==> src/rarc_pkg.sv <==
// Shared types and constants for the random-access request controller.
// No dependencies; imported by rarc_core and random_access_request_control.
`default_nettype none

package rarc_pkg;

  localparam int unsigned CountWidth = 8;

  // Operation codes carried in func
  localparam logic [1:0] FUNC_TICK     = 2'd0;
  localparam logic [1:0] FUNC_RESPONSE = 2'd1;
  localparam logic [1:0] FUNC_GRANT    = 2'd2;
  localparam logic [1:0] FUNC_REPORT   = 2'd3;

  // Configuration register indexes
  localparam logic CFG_RESPONSE_WINDOW = 1'b0;
  localparam logic CFG_MAX_ATTEMPTS    = 1'b1;

  localparam logic [CountWidth-1:0] RESPONSE_WINDOW_RESET = 8'd3;
  localparam logic [CountWidth-1:0] MAX_ATTEMPTS_RESET    = 8'd3;

  typedef struct packed {
    logic [1:0]            func;
    logic                  data_pending;
    logic                  pending_is_multicast;
    logic                  access_success;
    logic [CountWidth-1:0] backoff_draw;
  } item_t;

  typedef struct packed {
    logic                  request_issued;
    logic                  request_multicast;
    logic                  report_due_unicast;
    logic                  report_due_multicast;
    logic                  gave_up;
    logic [CountWidth-1:0] backoff_left;
    logic [CountWidth-1:0] attempts_made;
  } result_t;

endpackage

`default_nettype wire

==> src/rarc_core.sv <==
// Controller state and the single-pass update for one transaction.
// Depends on rarc_pkg for item_t, result_t and the operation codes.
`default_nettype none

module rarc_core import rarc_pkg::*; (
  input  wire logic                  clk,
  input  wire logic                  rst,
  input  wire logic                  advance,
  input  wire item_t                 item,
  input  wire logic [CountWidth-1:0] response_window,
  input  wire logic [CountWidth-1:0] max_attempts,
  output result_t                    result
);

  logic [CountWidth-1:0] backoff_timer, backoff_timer_next;
  logic [CountWidth-1:0] window_timer, window_timer_next;
  logic                  unicast_requested, unicast_requested_next;
  logic                  multicast_requested, multicast_requested_next;
  logic [CountWidth-1:0] attempt_count, attempt_count_next;
  logic                  unicast_report_flag, unicast_report_flag_next;
  logic                  multicast_report_flag, multicast_report_flag_next;
  logic                  issued, issued_mc, quit;
  logic [CountWidth:0]   attempt_inc;

  assign attempt_inc = {1'b0, attempt_count} + {{CountWidth{1'b0}}, 1'b1};

  always_comb begin
    backoff_timer_next         = backoff_timer;
    window_timer_next          = window_timer;
    unicast_requested_next     = unicast_requested;
    multicast_requested_next   = multicast_requested;
    attempt_count_next         = attempt_count;
    unicast_report_flag_next   = unicast_report_flag;
    multicast_report_flag_next = multicast_report_flag;
    issued                     = 1'b0;
    issued_mc                  = 1'b0;
    quit                       = 1'b0;
    unique case (item.func)
      FUNC_TICK: begin
        if (backoff_timer != '0) begin
          backoff_timer_next = backoff_timer - 1'b1;
        end else if (window_timer != '0) begin
          window_timer_next = window_timer - 1'b1;
        end else if (unicast_requested) begin
          // response window expired: drop the outstanding request
          unicast_requested_next = 1'b0;
        end else if (multicast_requested) begin
          multicast_requested_next = 1'b0;
        end else if (item.data_pending) begin
          issued                   = 1'b1;
          issued_mc                = item.pending_is_multicast;
          unicast_requested_next   = !item.pending_is_multicast;
          multicast_requested_next = item.pending_is_multicast;
          window_timer_next        = response_window;
        end
      end
      FUNC_RESPONSE: begin
        if (item.access_success) begin
          if (multicast_requested) begin
            multicast_report_flag_next = 1'b1;
          end else begin
            unicast_report_flag_next = 1'b1;
          end
          attempt_count_next = '0;
          backoff_timer_next = '0;
        end else if (attempt_inc >= {1'b0, max_attempts}) begin
          // limit reached: give up and clear
          quit               = 1'b1;
          attempt_count_next = '0;
          backoff_timer_next = '0;
        end else begin
          attempt_count_next = attempt_inc[CountWidth-1:0];
          backoff_timer_next = item.backoff_draw;
        end
      end
      FUNC_GRANT: begin
        multicast_requested_next = 1'b0;
      end
      FUNC_REPORT: begin
        unicast_report_flag_next   = 1'b0;
        multicast_report_flag_next = 1'b0;
      end
      default: begin
      end
    endcase
  end

  always_comb begin
    result.request_issued       = issued;
    result.request_multicast    = issued_mc;
    result.report_due_unicast   = unicast_report_flag_next;
    result.report_due_multicast = multicast_report_flag_next;
    result.gave_up              = quit;
    result.backoff_left         = backoff_timer_next;
    result.attempts_made        = attempt_count_next;
  end

  always_ff @(posedge clk) begin
    if (rst) begin
      backoff_timer         <= '0;
      window_timer          <= '0;
      unicast_requested     <= 1'b0;
      multicast_requested   <= 1'b0;
      attempt_count         <= '0;
      unicast_report_flag   <= 1'b0;
      multicast_report_flag <= 1'b0;
    end else if (advance) begin
      backoff_timer         <= backoff_timer_next;
      window_timer          <= window_timer_next;
      unicast_requested     <= unicast_requested_next;
      multicast_requested   <= multicast_requested_next;
      attempt_count         <= attempt_count_next;
      unicast_report_flag   <= unicast_report_flag_next;
      multicast_report_flag <= multicast_report_flag_next;
    end
  end

  // An issued request arms the response window and leaves one request flag set
  assert property (@(posedge clk) disable iff (rst)
    (advance && issued) |=> (window_timer == $past(response_window)) &&
      (unicast_requested != multicast_requested))
    else $error("request did not arm the response window");

  // A running backoff blocks every other tick action
  assert property (@(posedge clk) disable iff (rst)
    (advance && item.func == FUNC_TICK && backoff_timer != '0) |=>
      (backoff_timer == $past(backoff_timer) - 1'b1) &&
      $stable(window_timer) && $stable(unicast_requested))
    else $error("tick during backoff did not only count down");

  // Giving up clears the attempt count and backoff
  assert property (@(posedge clk) disable iff (rst)
    (advance && quit) |=> (attempt_count == '0) && (backoff_timer == '0))
    else $error("give-up left attempt state behind");

endmodule

`default_nettype wire

==> src/random_access_request_control.sv <==
// Random-access request controller: input register, configuration registers,
// result register and handshake. Depends on rarc_pkg and rarc_core.
//
// Usage:
//   Input channel (in_valid / in_stall) carries one operation per transaction:
//   tick, access response, grant received or status report sent. Output
//   channel (out_valid / out_stall) returns exactly one result per input.
//   Configuration is a plain write port (cfg_write, cfg_index, cfg_data):
//   index 0 is the response window, index 1 the attempt limit. Write it only
//   while no transaction is in flight.
//   Timing: an accepted transaction is held in the input register; its result
//   is loaded into the output register once the output is free, raising
//   out_valid. Throughput: one transaction per cycle while the receiver
//   does not stall, with a combinational state update in rarc_core between
//   the input and result registers.
//   When the receiver stalls, the result holds; one more transaction is
//   taken into the input register, after which in_stall rises.
//   Reset clears all controller state and both valid flags and returns
//   the response window and attempt limit to 3.
`default_nettype none

module random_access_request_control import rarc_pkg::*; (
  input  wire logic                  clk,
  input  wire logic                  rst,
  input  wire logic                  in_valid,
  output logic                       in_stall,
  input  wire logic [1:0]            func,
  input  wire logic                  data_pending,
  input  wire logic                  pending_is_multicast,
  input  wire logic                  access_success,
  input  wire logic [CountWidth-1:0] backoff_draw,
  output logic                       out_valid,
  input  wire logic                  out_stall,
  output logic                       request_issued,
  output logic                       request_multicast,
  output logic                       report_due_unicast,
  output logic                       report_due_multicast,
  output logic                       gave_up,
  output logic [CountWidth-1:0]      backoff_left,
  output logic [CountWidth-1:0]      attempts_made,
  input  wire logic                  cfg_write,
  input  wire logic                  cfg_index,
  input  wire logic [CountWidth-1:0] cfg_data
);

  logic [CountWidth-1:0] response_window;
  logic [CountWidth-1:0] max_attempts;
  logic                  item_valid;
  item_t                 item;
  result_t               core_result;
  result_t               result;
  logic                  advance;
  logic                  in_accept;

  assign advance   = item_valid && (!out_valid || !out_stall);
  assign in_stall  = item_valid && !advance;
  assign in_accept = in_valid && !in_stall;

  always_ff @(posedge clk) begin
    if (rst) begin
      response_window <= RESPONSE_WINDOW_RESET;
      max_attempts    <= MAX_ATTEMPTS_RESET;
    end else if (cfg_write) begin
      unique case (cfg_index)
        CFG_RESPONSE_WINDOW: response_window <= cfg_data;
        CFG_MAX_ATTEMPTS:    max_attempts    <= cfg_data;
        default: begin
        end
      endcase
    end
  end

  always_ff @(posedge clk) begin
    if (rst) begin
      item_valid <= 1'b0;
    end else if (in_accept) begin
      item_valid <= 1'b1;
    end else if (advance) begin
      item_valid <= 1'b0;
    end
  end

  always_ff @(posedge clk) begin
    if (in_accept) begin
      item.func                 <= func;
      item.data_pending         <= data_pending;
      item.pending_is_multicast <= pending_is_multicast;
      item.access_success       <= access_success;
      item.backoff_draw         <= backoff_draw;
    end
  end

  rarc_core u_core (
    .clk             (clk),
    .rst             (rst),
    .advance         (advance),
    .item            (item),
    .response_window (response_window),
    .max_attempts    (max_attempts),
    .result          (core_result)
  );

  always_ff @(posedge clk) begin
    if (rst) begin
      out_valid <= 1'b0;
    end else if (advance) begin
      out_valid <= 1'b1;
    end else if (!out_stall) begin
      out_valid <= 1'b0;
    end
  end

  // hold the result while the receiver stalls
  always_ff @(posedge clk) begin
    if (advance) begin
      result <= core_result;
    end
  end

  assign request_issued       = result.request_issued;
  assign request_multicast    = result.request_multicast;
  assign report_due_unicast   = result.report_due_unicast;
  assign report_due_multicast = result.report_due_multicast;
  assign gave_up              = result.gave_up;
  assign backoff_left         = result.backoff_left;
  assign attempts_made        = result.attempts_made;

  // Input side only stalls when both stages are full and the output is blocked
  assert property (@(posedge clk) disable iff (rst)
    in_stall |-> (item_valid && out_valid && out_stall))
    else $error("input stalled with room in the pipeline");

  // A blocked result transaction is never overwritten
  assert property (@(posedge clk) disable iff (rst)
    (out_valid && out_stall) |=> out_valid && $stable(result))
    else $error("stalled result changed");

  // A held item always moves on once the output frees up
  assert property (@(posedge clk) disable iff (rst)
    (item_valid && !out_valid) |-> advance)
    else $error("item held with empty output stage");

endmodule

`default_nettype wire
==> config.mk <==
export PLATFORM = sky130hd
export DESIGN_NAME = random_access_request_control
export DESIGN_NICKNAME = d
export VERILOG_FILES = /design/src/rarc_pkg.sv /design/src/rarc_core.sv /design/src/random_access_request_control.sv
export SDC_FILE = /design/constraint.sdc
export NUM_CORES = 1
export LEC_CHECK = 0
export CAP_MARGIN = 0
export CORE_MARGIN = 5
export CORE_UTILIZATION = 35
export CTS_CLUSTER_SIZE = 14
export DETAILED_ROUTE_END_ITERATION = 8
export DONT_BUFFER_PORTS = 1
export PLACE_DENSITY = 0.46
export SLEW_MARGIN = 40
export SYNTH_ARGS = -nofsm -noshare
export SYNTH_HDL_FRONTEND = slang
export SYNTH_SLANG_ARGS = --single-unit
==> constraint.sdc <==
create_clock -name clk -period 4.13 [get_ports clk]
set_input_delay 0.2065 -clock clk [delete_from_list [all_inputs] [get_ports clk]]
set_output_delay 0.2065 -clock clk [all_outputs]
set_load 0.02 [all_outputs]
==> impl_metrics.csv <==
group,metric,value,unit
finish,drive_gt1_share,7.710,%
logic_synthesis,synthTopCellsByArea,"edfxtp_1 (26%), dfxtp_1 (23%), nand2_1 (5.8%)",
die,core.rowCount,39,
critical_path,endpoint_kind,"flop",
timing,finalHoldViolCount,0,
die,die_h,116.6,um
drt,antenna_left,0,
placed_design,port_buffers,0,
logic_synthesis,synth_edf_count,34,
drt,drt_pass1_iterations,4,
placed_design,gp_congestion,0.7904,
timing,final.period_utilization,78.16,%
drt,wl_per_cell,17.04,um
logic_synthesis,yosysUniqueCellTypes,60,
finish,synthToLayoutAreaGrowth,15.11,%
global_route,grt_pass1_wl,15750,um
die,die_x,116.6,um
power_and_ir_drop,leakage,1.639,nW
power_and_ir_drop,ir_drop,0.0001842,V
critical_path,startpoint,"u_core.attempt_count[2]$_SDFFE_PP0P_",
global_route,antenna_found_initial,0,
timing,final-max-slew-violation-count,0,
die,io_pins,50,
finish,n_antenna_cell,0,
critical_path,r2r_setup_slack,0.90,ns
logic_synthesis,synth.top_cell.area_share,25.69,%
drt,met1_length,4807,um
logic_synthesis,synthCells,424,
drt,route.vias.total,3131,
power_and_ir_drop,seq_power_share,50.2,%
die,coreArea,11270,um^2
timing,fin_skew,0.007070,ns
flow_run,maxCapViolCount,0,
power_and_ir_drop,comb_power_share,10.4,%
die,initial_core_util,35.25,%
drt,dr_wl_met2,4455,um
power_and_ir_drop,power_density,391.9,nW/um^2
cts,cts_htree_levels,3,
timing,fmax,309.8,MHz
cts,cts_resized,0,
logic_synthesis,yosysMostFrequentCell,"nand2_1",
global_route,grt_max_degree,41,
drt,vias_per_cell,5.361,
critical_path,crit_type,"reg -> reg",
cts,cts.sink_count,80,
logic_synthesis,ys_async_sr_fraction,0,%
logic_synthesis,postSynthNetCount,464,
critical_path,rr_worst_depth,12,
power_and_ir_drop,clock_power_share,39.5,%
global_route,grt_pass1_vias,2932,
global_route,grt.total_usage,15.27,%
cts,path_clk_slew,0.06,ns
logic_synthesis,ys_ff_latch,80,
timing,worst_slew_pin_slew,0.7097,ns
logic_synthesis,synth_top_area_cell,"edfxtp_1",
critical_path,worst-endpoint-required,4.31,ns
power_and_ir_drop,p_int,1.341,mW
drt,drc,0,
cts,root_buffer,"clkbuf_16",
timing,relSlewSlack,52.43,%
critical_path,startpoint_type,"flop",
timing,finalSetupTns,0,ns
cts,cts_tree,"built",
drt,drt_iter0_drc,132,
cts,cts_buffers,9,
cts,worstSkewPairLatency,0.34,ns
logic_synthesis,yosys-top-cells-count,"nand2_1 (61), dfxtp_1 (46), edfxtp_1 (34)",
finish,finish.net_count,476,
drt,wirelength,9951,um
finish,seq_area,1942,um^2
power_and_ir_drop,power_switching,451.5,uW
critical_path,path_max_fanout,18,
critical_path,crit_path_end,"backoff_left[1]$_DFFE_PP_",
cts,clk_path_buf_depth,2,
logic_synthesis,synth_seq_area_share,48.87,%
power_and_ir_drop,switching_share,25.18,%
timing,setup_viol,0,
global_route,globalRouteOverflowTotal,0,
critical_path,rr_startpoint,"u_core.attempt_count[2]$_SDFFE_PP0P_",
status,run_status,"complete, no violations",
placed_design,hpwl,6696,um
critical_path,worst_ep_arrival_time,3.40,ns
logic_synthesis,synth_top_flop_cell,"dfxtp_1",
timing,rsz0062_at_grt,"no",
logic_synthesis,syn_area,3974,um^2
critical_path,r2r-end,"backoff_left[1]$_DFFE_PP_",
timing,period_needed,3.228,ns
logic_synthesis,yosys_warnings,0,
die,dieArea,13590,um^2
logic_synthesis,avgSynthCellArea,9.372,um^2
hold_path,hp-class,"in -> reg",
finish,multiInputGateArea,1842,um^2
drt,routed-wl-met3,492,um
drt,routed.top_layer,"met4",
finish,fillers,1139,
finish,fin_util,40.58,%
==> logic make-up after synthesis <==
| group | Yosys count | share of synthesized area (%) |
|---|---|---|
| muxes | 9 | 2.330 |
| DFF | 80 | 48.87 |
| xor gates and xnor gates | 5 | 1.102 |
| and+or+nand+nor | 161 | 20.78 |
| adders and majority gates | 13 | 4.093 |
| buffers and inverters | 51 | 5.164 |
| AOI/OAI and AO/OA | 105 | 17.66 |
==> worst min-delay path by stage <==
| stage | slack, ns | startpoint | cells after the start | end |
|---|---|---|---|---|
| finish | 0.01 | cfg_data[3] | 2 | response_window[3]$_SDFFE_PP0P_ |
| global route | 0.01 | cfg_data[2] | 2 | max_attempts[2]$_SDFFE_PP0P_ |
| CTS | 0.006 | cfg_data[6] | 2 | max_attempts[6]$_SDFFE_PP0P_ |
| detailed placement | 0.28 | rst | 1 | max_attempts[7]$_SDFFE_PP0P_ |
| global placement | 0.29 | rst | 1 | max_attempts[4]$_SDFFE_PP0P_ |
| floorplan | 0.31 | backoff_draw[0] | 0 | item[0]$_DFFE_PP_ |
==> through the flow <==
stage | worst slack (ns) | cells | hold WS [ns] | cell area (um^2) | power, mW
6_report | 0.9021 | 584 | 0.01237 | 4574 | 1.793
3_5_place_dp | 0.9308 | 546 | 0.2838 | 4088 | 1.076
4_1_cts | 0.9049 | 584 | 0.005576 | 4572 | 1.816
5_1_grt | 0.6504 | 584 | 0.01247 | 4574 | 1.870
3_3_place_gp | 1.060 | 546 | 0.2878 | 4088 | 1.075
2_1_floorplan | 1.216 | 424 | 0.3054 | 3974 | 1.041
==> power by group through the flow <==
stage	combinational (mW)	sequential, mW	clock (mW)
6_report	0.186	0.899	0.708
5_1_grt	0.205	0.903	0.762
4_1_cts	0.187	0.900	0.730
3_5_place_dp	0.159	0.917	0
3_3_place_gp	0.158	0.917	0
2_1_floorplan	0.137	0.904	0
==> area by class of cell <==
type | count | area share, %
clock buffer | 14 | 5.334
clock inverter | 2 | 0.2188
inverter | 26 | 2.133
multi-input combinational | 293 | 40.26
sequential | 80 | 42.45
tap | 143 | 3.911
timing repair buffer | 26 | 5.689
==> worst max-delay path, stage by stage, from the launching register on <==
cell and delay [ns]:
dfxtp_1 0.42, nand3_1 0.17, nor2_1 0.27, and3_1 0.21
xnor2_1 0.18, inv_1 0.09, ha_1 0.29, and3_1 0.16
a22o_1 0.23, a2111oi_4 0.40, buf_4 0.31, nand3_1 0.12
a31oi_1 0.20
==> registers in the layout, indices dropped and copies added (netlist names) <==
name / count
item_valid: 1
u_core.attempt_count: 8
response_window: 8
u_core.unicast_report_flag: 1
attempts_made: 8
item: 13
u_core.multicast_report_flag: 1
u_core.multicast_requested: 1
report_due_multicast: 1
max_attempts: 8
request_multicast: 1
u_core.unicast_requested: 1
request_issued: 1
u_core.window_timer: 8
u_core.backoff_timer: 8
out_valid: 1
report_due_unicast: 1
gave_up: 1
backoff_left: 8
==> what timing repair did <==
item | CTS | global route
endpoints found under the hold margin | 58 | 0
buffers inserted | 0 | 0
hold buffers | 22 | 0
==> layer usage <==
layer / vias to the layer above / track usage (%)
met5: - / 0
met4: 0 / 6.881
met3: 11 / 3.523
met2: 82 / 23.00
met1: 1463 / 20.90
li1: 1575 / -
==> cell usage in the layout (no fill, tap or decap), types with 2 or more instances in the layout <==
cell	n
a31oi_1	14
xnor2_1	4
nor2_2	2
o41ai_1	4
a311oi_1	3
dfxtp_1	46
clkinv_2	2
a21oi_1	31
nand3_1	16
dlygate4sd3_1	21
clkbuf_16	9
o311ai_0	2
and3_1	5
nor4_1	5
o21ai_0	13
nor3b_1	3
a32o_1	2
inv_1	25
mux2_2	2
edfxtp_1	34
o32ai_1	6
a211oi_1	6
nor3_1	10
o21a_1	3
or4_1	3
nand2_1	61
o211ai_1	7
nand2b_1	8
a21o_1	3
buf_4	4
and2_1	4
mux2i_1	7
nor2b_1	4
a21boi_0	2
nor2_1	26
clkbuf_1	5
ha_1	13
nand4_1	2
No activity file was read; power rests on OpenSTA's default activity.
